### src/sv/ssm_pkg.sv
// Shared types and constants for the sensor staleness monitor.
// Holds the beat structs, the packet passed along the cell chain and the kind codes.
// No dependencies.
package ssm_pkg;

  localparam int unsigned SENSOR_COUNT = 8;
  localparam int unsigned ID_W         = 8;
  localparam int unsigned EV_W         = $clog2(SENSOR_COUNT + 1);

  localparam logic [2:0] KIND_SAMPLE    = 3'd0;
  localparam logic [2:0] KIND_DEPTH     = 3'd1;
  localparam logic [2:0] KIND_DROP      = 3'd2;
  localparam logic [2:0] KIND_SUPERVISE = 3'd3;
  localparam logic [2:0] KIND_READ      = 3'd4;

  localparam logic STATUS_OK     = 1'b0;
  localparam logic STATUS_BAD_ID = 1'b1;

  localparam logic [31:0] THRESHOLD_RESET = 32'd1000;

  typedef struct packed {
    logic [2:0]         kind;
    logic [ID_W-1:0]    sensor_sel;
    logic [31:0]        sequence_number;
    logic [31:0]        time_ms;
    logic signed [31:0] sample_value;
    logic [31:0]        depth_level;
  } ssm_in_t;

  typedef struct packed {
    logic               status;
    logic [31:0]        accepted_count;
    logic [31:0]        dropped_count;
    logic [31:0]        high_watermark;
    logic [31:0]        stale_event_count;
    logic               entry_seen;
    logic               entry_stale;
    logic [31:0]        entry_sequence;
    logic [31:0]        entry_time_ms;
    logic signed [31:0] entry_value;
  } ssm_out_t;

  // Command and collected results travelling one cell per cycle.
  typedef struct packed {
    logic               valid;
    logic [2:0]         kind;
    logic [ID_W-1:0]    sensor_sel;
    logic [31:0]        sequence_number;
    logic [31:0]        time_ms;
    logic signed [31:0] sample_value;
    logic               rd_seen;
    logic               rd_stale;
    logic [31:0]        rd_sequence;
    logic [31:0]        rd_time_ms;
    logic signed [31:0] rd_value;
    logic [EV_W-1:0]    ev_cnt;
  } ssm_pkt_t;

endpackage

### src/sv/ssm_cell.sv
// One sensor entry of the staleness monitor chain.
// Acts on the packet passing through and hands it, registered, to the next cell.
// Depends on ssm_pkg.
module ssm_cell import ssm_pkg::*; (
  input  logic            clk_i,
  input  logic            rst_ni,
  input  logic [ID_W-1:0] idx_i,
  input  logic [31:0]     thr_i,
  input  ssm_pkt_t        pkt_i,
  output ssm_pkt_t        pkt_o
);

  logic               seen_q, seen_d;
  logic               stale_q, stale_d;
  logic [31:0]        seq_q, seq_d;
  logic [31:0]        time_q, time_d;
  logic signed [31:0] value_q, value_d;
  ssm_pkt_t           pkt_q, pkt_d;
  logic               valid_q;
  logic               match;
  logic [31:0]        age;
  logic               now_stale;

  assign match     = (pkt_i.sensor_sel == idx_i);
  assign age       = pkt_i.time_ms - time_q;
  assign now_stale = (age > thr_i);

  always_comb begin
    seen_d  = seen_q;
    stale_d = stale_q;
    seq_d   = seq_q;
    time_d  = time_q;
    value_d = value_q;
    pkt_d   = pkt_i;
    if (pkt_i.valid) begin
      case (pkt_i.kind)
        KIND_SAMPLE: begin
          if (match) begin
            seen_d  = 1'b1;
            stale_d = 1'b0;
            seq_d   = pkt_i.sequence_number;
            time_d  = pkt_i.time_ms;
            value_d = pkt_i.sample_value;
          end
        end
        KIND_SUPERVISE: begin
          if (seen_q) begin
            stale_d = now_stale;
            if (now_stale && !stale_q) begin
              pkt_d.ev_cnt = pkt_i.ev_cnt + EV_W'(1);
            end
          end
        end
        KIND_READ: begin
          if (match) begin
            pkt_d.rd_seen     = seen_q;
            pkt_d.rd_stale    = stale_q;
            pkt_d.rd_sequence = seq_q;
            pkt_d.rd_time_ms  = time_q;
            pkt_d.rd_value    = value_q;
          end
        end
        default: begin
        end
      endcase
    end
  end

  always_ff @(posedge clk_i or negedge rst_ni) begin
    if (!rst_ni) begin
      seen_q  <= 1'b0;
      stale_q <= 1'b0;
      seq_q   <= '0;
      time_q  <= '0;
      value_q <= '0;
      valid_q <= 1'b0;
    end else begin
      seen_q  <= seen_d;
      stale_q <= stale_d;
      seq_q   <= seq_d;
      time_q  <= time_d;
      value_q <= value_d;
      valid_q <= pkt_d.valid;
    end
  end

  // Payload fields carry no reset; only the valid bit qualifies them.
  always_ff @(posedge clk_i) begin
    pkt_q <= pkt_d;
  end

  always_comb begin
    pkt_o       = pkt_q;
    pkt_o.valid = valid_q;
  end

endmodule

### src/sv/sensor_staleness_monitor_top.sv
// Top level of the sensor staleness monitor.
// Holds the global counters, the threshold register and the output stage around
// a chain of ssm_cell instances. Depends on ssm_pkg and ssm_cell.
//
// Usage: one input beat on in_valid_i/in_ready_o carries one command (sample,
// queue depth report, drop, supervise tick or sensor read), and each command
// gives exactly one result beat on out_valid_o/out_ready_i carrying the four
// global counters and, for a valid read, the addressed sensor's entry.
// The stale threshold is written through cfg_we_i/cfg_wdata_i while idle.
// Every command travels the whole chain of SENSOR_COUNT cells, one cell per
// cycle, so every sensor entry is visited by the same packet. The next input
// beat is taken only once the previous command has left the last cell, so
// only one command is in the chain at a time.
// A finished result waits in the output register while the next command is
// already taken. If a second result finishes while the receiver still stalls,
// it parks in a one-deep holding register and input stays blocked until the
// holding register drains.
// Reset clears all counters, all sensor entries and marks, and sets the
// threshold to 1000 ms; the block is ready as soon as reset is released.
module sensor_staleness_monitor_top import ssm_pkg::*; (
  input  logic        clk_i,
  input  logic        rst_ni,
  input  logic        cfg_we_i,
  input  logic [31:0] cfg_wdata_i,
  input  logic        in_valid_i,
  output logic        in_ready_o,
  input  ssm_in_t     in_data_i,
  output logic        out_valid_o,
  input  logic        out_ready_i,
  output ssm_out_t    out_data_o
);

  logic [31:0] thr_q;
  logic [31:0] acc_q, acc_d;
  logic [31:0] drop_q, drop_d;
  logic [31:0] peak_q, peak_d;
  logic [31:0] stev_q, stev_d;
  logic [31:0] depth_q;
  logic        busy_q;
  logic        out_valid_q;
  logic        pend_valid_q;
  ssm_out_t    out_q;
  ssm_out_t    pend_q;
  ssm_out_t    res;

  logic        in_accept;
  logic        out_take;
  logic        chain_done;
  logic        id_ok;
  ssm_pkt_t    head_pkt;
  ssm_pkt_t    chain [SENSOR_COUNT+1];
  ssm_pkt_t    last_pkt;
  logic [SENSOR_COUNT-1:0] chain_vld;

  assign in_ready_o = !busy_q && !pend_valid_q;
  assign in_accept  = in_valid_i && in_ready_o;
  assign out_take   = out_valid_q && out_ready_i;

  // The command enters the first cell straight from the input beat.
  always_comb begin
    head_pkt                 = '0;
    head_pkt.valid           = in_accept;
    head_pkt.kind            = in_data_i.kind;
    head_pkt.sensor_sel      = in_data_i.sensor_sel;
    head_pkt.sequence_number = in_data_i.sequence_number;
    head_pkt.time_ms         = in_data_i.time_ms;
    head_pkt.sample_value    = in_data_i.sample_value;
  end

  assign chain[0] = head_pkt;

  for (genvar i = 0; i < SENSOR_COUNT; i++) begin : g_cell
    ssm_cell u_cell (
      .clk_i  (clk_i),
      .rst_ni (rst_ni),
      .idx_i  (ID_W'(i)),
      .thr_i  (thr_q),
      .pkt_i  (chain[i]),
      .pkt_o  (chain[i+1])
    );
    assign chain_vld[i] = chain[i+1].valid;
  end

  assign last_pkt   = chain[SENSOR_COUNT];
  assign chain_done = last_pkt.valid;
  assign id_ok      = ({1'b0, last_pkt.sensor_sel} < (ID_W + 1)'(SENSOR_COUNT));

  // Global counters after the command that just left the chain.
  always_comb begin
    acc_d  = acc_q;
    drop_d = drop_q;
    peak_d = peak_q;
    stev_d = stev_q;
    case (last_pkt.kind)
      KIND_SAMPLE: begin
        if (id_ok) begin
          acc_d = acc_q + 32'd1;
        end
      end
      KIND_DEPTH: begin
        if (depth_q > peak_q) begin
          peak_d = depth_q;
        end
      end
      KIND_DROP: begin
        drop_d = drop_q + 32'd1;
      end
      KIND_SUPERVISE: begin
        stev_d = stev_q + 32'(last_pkt.ev_cnt);
      end
      default: begin
      end
    endcase
  end

  // Entry fields from the cells are zero unless a cell matched a read.
  always_comb begin
    res                   = '0;
    res.accepted_count    = acc_d;
    res.dropped_count     = drop_d;
    res.high_watermark    = peak_d;
    res.stale_event_count = stev_d;
    res.status            = STATUS_OK;
    if ((last_pkt.kind == KIND_SAMPLE || last_pkt.kind == KIND_READ) && !id_ok) begin
      res.status = STATUS_BAD_ID;
    end
    if (last_pkt.kind == KIND_READ) begin
      res.entry_seen     = last_pkt.rd_seen;
      res.entry_stale    = last_pkt.rd_stale;
      res.entry_sequence = last_pkt.rd_sequence;
      res.entry_time_ms  = last_pkt.rd_time_ms;
      res.entry_value    = last_pkt.rd_value;
    end
  end

  always_ff @(posedge clk_i or negedge rst_ni) begin
    if (!rst_ni) begin
      thr_q        <= THRESHOLD_RESET;
      acc_q        <= '0;
      drop_q       <= '0;
      peak_q       <= '0;
      stev_q       <= '0;
      busy_q       <= 1'b0;
      out_valid_q  <= 1'b0;
      pend_valid_q <= 1'b0;
    end else begin
      if (cfg_we_i) begin
        thr_q <= cfg_wdata_i;
      end
      if (in_accept) begin
        busy_q <= 1'b1;
      end else if (chain_done) begin
        busy_q <= 1'b0;
      end
      if (chain_done) begin
        acc_q  <= acc_d;
        drop_q <= drop_d;
        peak_q <= peak_d;
        stev_q <= stev_d;
      end
      if (out_take || !out_valid_q) begin
        if (pend_valid_q) begin
          out_valid_q  <= 1'b1;
          pend_valid_q <= 1'b0;
        end else begin
          out_valid_q <= chain_done;
        end
      end else if (chain_done) begin
        pend_valid_q <= 1'b1;
      end
    end
  end

  always_ff @(posedge clk_i) begin
    if (in_accept) begin
      depth_q <= in_data_i.depth_level;
    end
    if (out_take || !out_valid_q) begin
      if (pend_valid_q) begin
        out_q <= pend_q;
      end else if (chain_done) begin
        out_q <= res;
      end
    end else if (chain_done) begin
      pend_q <= res;
    end
  end

  assign out_valid_o = out_valid_q;
  assign out_data_o  = out_q;

  // Only one command is ever in flight along the chain.
  a_one_in_chain: assert property (@(posedge clk_i) disable iff (!rst_ni)
    $countones(chain_vld) <= 1)
    else $error("more than one packet in the cell chain");

  // A packet leaving the chain belongs to an accepted command.
  a_done_busy: assert property (@(posedge clk_i) disable iff (!rst_ni)
    chain_done |-> busy_q)
    else $error("chain produced a result with no command in flight");

  // The holding register fills only behind a stalled output register.
  a_pend_behind_out: assert property (@(posedge clk_i) disable iff (!rst_ni)
    pend_valid_q |-> out_valid_q)
    else $error("holding register full while output register empty");

  // An accepted command shows up in the first cell on the next cycle.
  a_enter_chain: assert property (@(posedge clk_i) disable iff (!rst_ni)
    in_accept |=> chain_vld[0])
    else $error("accepted command did not enter the chain");

  // A bad sensor id never reports entry data.
  a_bad_id_empty: assert property (@(posedge clk_i) disable iff (!rst_ni)
    (out_valid_q && out_q.status == STATUS_BAD_ID) |->
      (!out_q.entry_seen && !out_q.entry_stale && out_q.entry_sequence == 32'd0))
    else $error("invalid sensor id result carries entry data");

endmodule
### config.mk
export PLATFORM = sky130hd
export DESIGN_NAME = sensor_staleness_monitor_top
export DESIGN_NICKNAME = d
export VERILOG_FILES = /design/src/sv/ssm_pkg.sv /design/src/sv/ssm_cell.sv /design/src/sv/sensor_staleness_monitor_top.sv
export SDC_FILE = /design/constraint.sdc
export NUM_CORES = 2
export LEC_CHECK = 0
export ABC_AREA = 1
export BUFFER_PORTS_ARGS = -buffer_cell sky130_fd_sc_hd__buf_2
export CAP_MARGIN = 15
export CORE_UTILIZATION = 56
export DETAILED_ROUTE_END_ITERATION = 8
export PLACE_DENSITY = 0.76
export SLEW_MARGIN = 5
export SYNTH_ARGS = -nofsm -noshare
export SYNTH_HDL_FRONTEND = slang
export SYNTH_HIERARCHICAL = 1
export SYNTH_SLANG_ARGS = --single-unit
### constraint.sdc
create_clock -name clk_i -period 11.2 [get_ports clk_i]
set_input_delay 0.56 -clock clk_i [delete_from_list [all_inputs] [get_ports clk_i]]
set_output_delay 0.56 -clock clk_i [all_outputs]
set_load 0.005 [all_outputs]
### Word-level counts from Yosys, hierarchy flattened

Cells that the tools add are included.

* bits in registers: 3017
* latch bits: 0
* memory bits (writable): 0
* bits in read-only memories: 0
* input bits: 176
* output and inout port bits: 229
* memories kept: 0

* add/subtract/negate cells: 18
* $mul: 0
* divide/modulo/power cells: 0
* $lt $le $gt $ge: 10
* equality and inequality tests: 43
* shift-type cells: 0
* mux-type cells: 82
* bitwise gates (word level): 1
* reduce and logical (&&, ||, !) cells: 67

Operators by type and width (count)
* $mux W98: 15
* $mux W102: 7
* $mux W227: 2
* $gt A32 B32 Y1: 9
* $sub A32 B32 Y32: 8
* $mux W32: 6
* $mux W4: 21
* $add A32 B1 Y32 const B: 2
* $add A32 B4 Y32: 1
* $eq A8 B3 Y1 const B: 4
* $ne A2 B1 Y1 const B: 16
* $reduce_and A4 Y1: 8
* $eq A3 B2 Y1 const B: 10
* $reduce_and A3 Y1: 10
* $add A4 B1 Y4 const B: 7
* $eq A3 B3 Y1 const B: 9
* $logic_not A3 Y1: 9
* $mux W1: 23
* $reduce_bool A2 Y1: 11
* $eq A8 B2 Y1 const B: 2
* $pmux W1 S2: 8
* $logic_and A1 B1 Y1: 12
* $logic_not A1 Y1: 12
* $eq A8 B1 Y1 const B: 1
* 6 further kinds: 8

### Longest topological paths before layout

* depth after elaboration: 7
* mapped depth: 26
* mapped depth without buffers: 26

### Hierarchy

Netlist, hierarchy kept.

By module, submodules not included
* ssm_cell at g_cell[0].u_cell ...: instances 3, cells an instance 1078, area an instance 11877.6 µm², seq. area each 6661.4 µm²
* ssm_cell at g_cell[4].u_cell ...: instances 3, cells an instance 1086, area an instance 11863.9 µm², seq. area each 6661.4 µm²
* sensor_staleness_monitor_top: instances 1, cells an instance 2887, area an instance 28855.2 µm², seq. area each 18680.4 µm²
* ssm_cell at g_cell[7].u_cell: instances 1, cells an instance 1081, area an instance 11881.4 µm², seq. area each 6661.4 µm²
* ssm_cell at g_cell[3].u_cell: instances 1, cells an instance 1085, area an instance 11863.9 µm², seq. area each 6661.4 µm²

### Worst setup path after synthesis

No wires, ideal clock.

* kind: register to register
* start: register g_cell[7].u_cell.valid_q
* end: register pend_q[0] (netlist bit) (enable)
* library setup time: 819 ps
* arrival time: 10299 ps
* slack: 82 ps
* stages on the path, launching flop included: 6
* path buffers: 3
* clock period less this slack: 11118 ps
* cells stage by stage: dfrtp_1 -> buf_4 -> inv_1 -> clkbuf_1 -> clkbuf_1 -> nor2_1

* longest elaborated chain between the ends: 1

Ends and longest elaborated chain
* start: declaration: RTL line ssm_cell.sv:19 `logic valid_q;`
* start signal: assignment: RTL line ssm_cell.sv:83 `valid_q <= pkt_d.valid;`
* $reduce_and A2 Y1 (no line)
* end signal: assignment: RTL line sensor_staleness_monitor_top.sv:185 `pend_q <= res;`
* end: declaration: RTL line sensor_staleness_monitor_top.sv:43 `ssm_out_t pend_q;`

No other way between the ends.
A chain may end at the register's enable or synchronous reset.

==> results.ini <==
[final_layout]
area_growth_pct = 14.4
nets = 13008
final_util_pct = 64.7
multi_input_area_um2 = 46500
drive_gt1_share_pct = 17.6
final-seq-area_um2 = 70000
fillers = 16519

[yosys]
yosysWarnings = 6
syn_area_um2 = 122000
syn-instance-count = 11446
syn_avg_cell_area_um2 = 10.6

[global_route]
grt.total_usage_pct = 27.8
grt_pass1_wl_um = 473000
antenna_found_initial = 10
grt_max_degree = 173
first_global_vias = 83942
overflow = 0

[power]
power.share.clock_pct = 44.4
p_sw_uw = 5310
swShare_pct = 22.6
fin_total_pwr_uw = 23400
p_leak_uw = 0.0660
p_comb_share_pct = 6.2
internal_power_uw = 18100
power_density_nw_per_um2 = 168
vdd_drop_max_mv = 0.154
pwr-share-seq_pct = 49.4

[floorplanning]
core_area_um2 = 215000
fp.dieH_um = 468
rows = 170
dieArea_um2 = 219000
start_util_pct = 56.5
die_w_um = 468
ios = 405

[timing]
hold_viol_final = 0
clock.fmax_mhz = 218
slew_headroom_pct = 23.2
fin_ws_ns = 6.62
finalMaxSlewViolations = 0
post-route-min-period_ns = 4.58
finalCritPeriodShare_pct = 40.9
setup_tns_ns = 0
fin_worst_skew_ns = 0.0690
setup_viol = 0
tightestPinTransition_ns = 1.15
rsz0062_at_grt = no

[worst_setup_path]
crit_start = g_cell[4].u_cell/pkt_o[134]
path_class = register to register
rr_worst_depth = 25
r2r_slack_ns = 6.62
r2r-start = g_cell[4].u_cell/pkt_o[134]
worstPathArrival_ns = 5.37
endpoint = g_cell[5].u_cell/pkt_o[2]
cp.required_ns = 11.99
cp_max_fo = 6
r2r-end = g_cell[5].u_cell/pkt_o[2]
end_kind = register
startpoint_type = register

[routing]
num_vias = 81881
routedWlPerCell_um = 20.0
first_pass_iters = 7
drc = 0
postRouteAntennaNets = 0
wirelength_um = 308000
drt-initial-drc-count = 5600
drt-vias-per-instance = 5.33

[clock_network]
cts_buffers = 317
cts.repair.resized = 0
htreeDepth = 5
clkSinkCount = 3014
clk_latency_ns = 0.95
post_cts_buffers = 0
cts_root_buf = clkbuf_16
cts_tree = built
cts.clk_slew.worst_paths_ns = 0.06
holdBufCountCts = 172
clockBufferDepth = 4

[run]
max-cap-violations = 0

[place]
hpwl_um = 217000
port_buffers = 404
pre_cts_ws_ns = 6.65
gp_congestion = 0.941

[outcome]
outcome = completed

[hold_path]
hp-class = input pin to register

power groups by stage:
stage | clock [uW] | combinational [uW] | sequential [uW]
2_1_floorplan | 0 | 928 | 11700
3_3_place_gp | 0 | 1360 | 11800
3_5_place_dp | 0 | 1390 | 11800
4_1_cts | 10600 | 1450 | 11600
5_1_grt | 11000 | 1640 | 11600
6_report | 10400 | 1450 | 11600
worst min-delay path by stage:
stage,from,to,slack [ns],cells after the start
floorplan,rst_ni,acc_q[0],0.26,0
global placement,g_cell[2].u_cell/pkt_o[110],g_cell[3].u_cell/pkt_o[110],0.33,0
detailed placement,g_cell[2].u_cell/pkt_o[192],g_cell[3].u_cell/pkt_o[192],0.33,0
CTS,in_valid_i,busy_q,0.002,3
global route,in_valid_i,busy_q,0.04,3
finish,in_valid_i,busy_q,0.06,3
flip-flops by register name, indices dropped and copies added, names as in the netlist, 227 cells and up:
name,cells
g_cell.u_cell/value_q,256
g_cell.u_cell/pkt_o,1573
pend_q,227
g_cell.u_cell/seq_q,256
out_data_o,227
g_cell.u_cell/time_q,256
metal layers:
layer | up-vias | track usage [%] | share of wire [%]
met5 | - | 0 | 0.014
met4 | 6 | 10.1 | 3.5
met3 | 634 | 3.94 | 5.4
met2 | 2411 | 45.6 | 47
met1 | 39551 | 37.5 | 44
li1 | 39279 | - | -
stage by stage:
stage,instances,hold slack (ns),cell area (um2)
6_report,15360,0.0557,139000
5_1_grt,15358,0.0419,139000
4_1_cts,15356,0.00160,139000
3_5_place_dp,14620,0.333,127000
3_3_place_gp,14620,0.329,127000
2_1_floorplan,11620,0.264,122000
cell usage in the layout, fill, tap and decap left out, types with 360 or more instances in the layout:
master	count
nand2_1	2318
dfxtp_1	1573
inv_1	1211
mux2_2	1128
dfrtp_1	947
ha_1	550
o21ai_0	538
nor2_1	525
edfxtp_1	486
a21oi_1	423
buf_2	403
nand3_1	360
worst max-delay path: stages, from the launching register on:
cell and delay (ns):
dfxtp_1 0.32, inv_1 0.07, ha_1 0.15, inv_1 0.06
fa_1 0.40, nand3_1 0.11, nand2_1 0.11, nand2_1 0.10
nand3_1 0.12, a21oi_1 0.55, o21bai_1 0.24, nand2_1 0.13
nand2_1 0.06, nand2_1 0.07, nand2_1 0.05, ha_1 0.27
nand2_1 0.07, nor2_1 0.04, and2_1 0.20, nand3_1 0.18
nor2_1 0.07, nor2_1 0.11, a21boi_0 0.59, nand3_1 0.20
nand2_1 0.11, nand2_1 0.06
cell type report:
type                       count  area share [%]
antenna                        4         0.00718
clock buffer                 450            6.53
clock inverter               114           0.923
inverter                    1217            3.28
multi-input combinational   7085            33.4
sequential                  3014            50.2
tap                         2838            2.55
timing repair buffer         638            3.08
No activity file was read; power rests on OpenSTA's default activity.
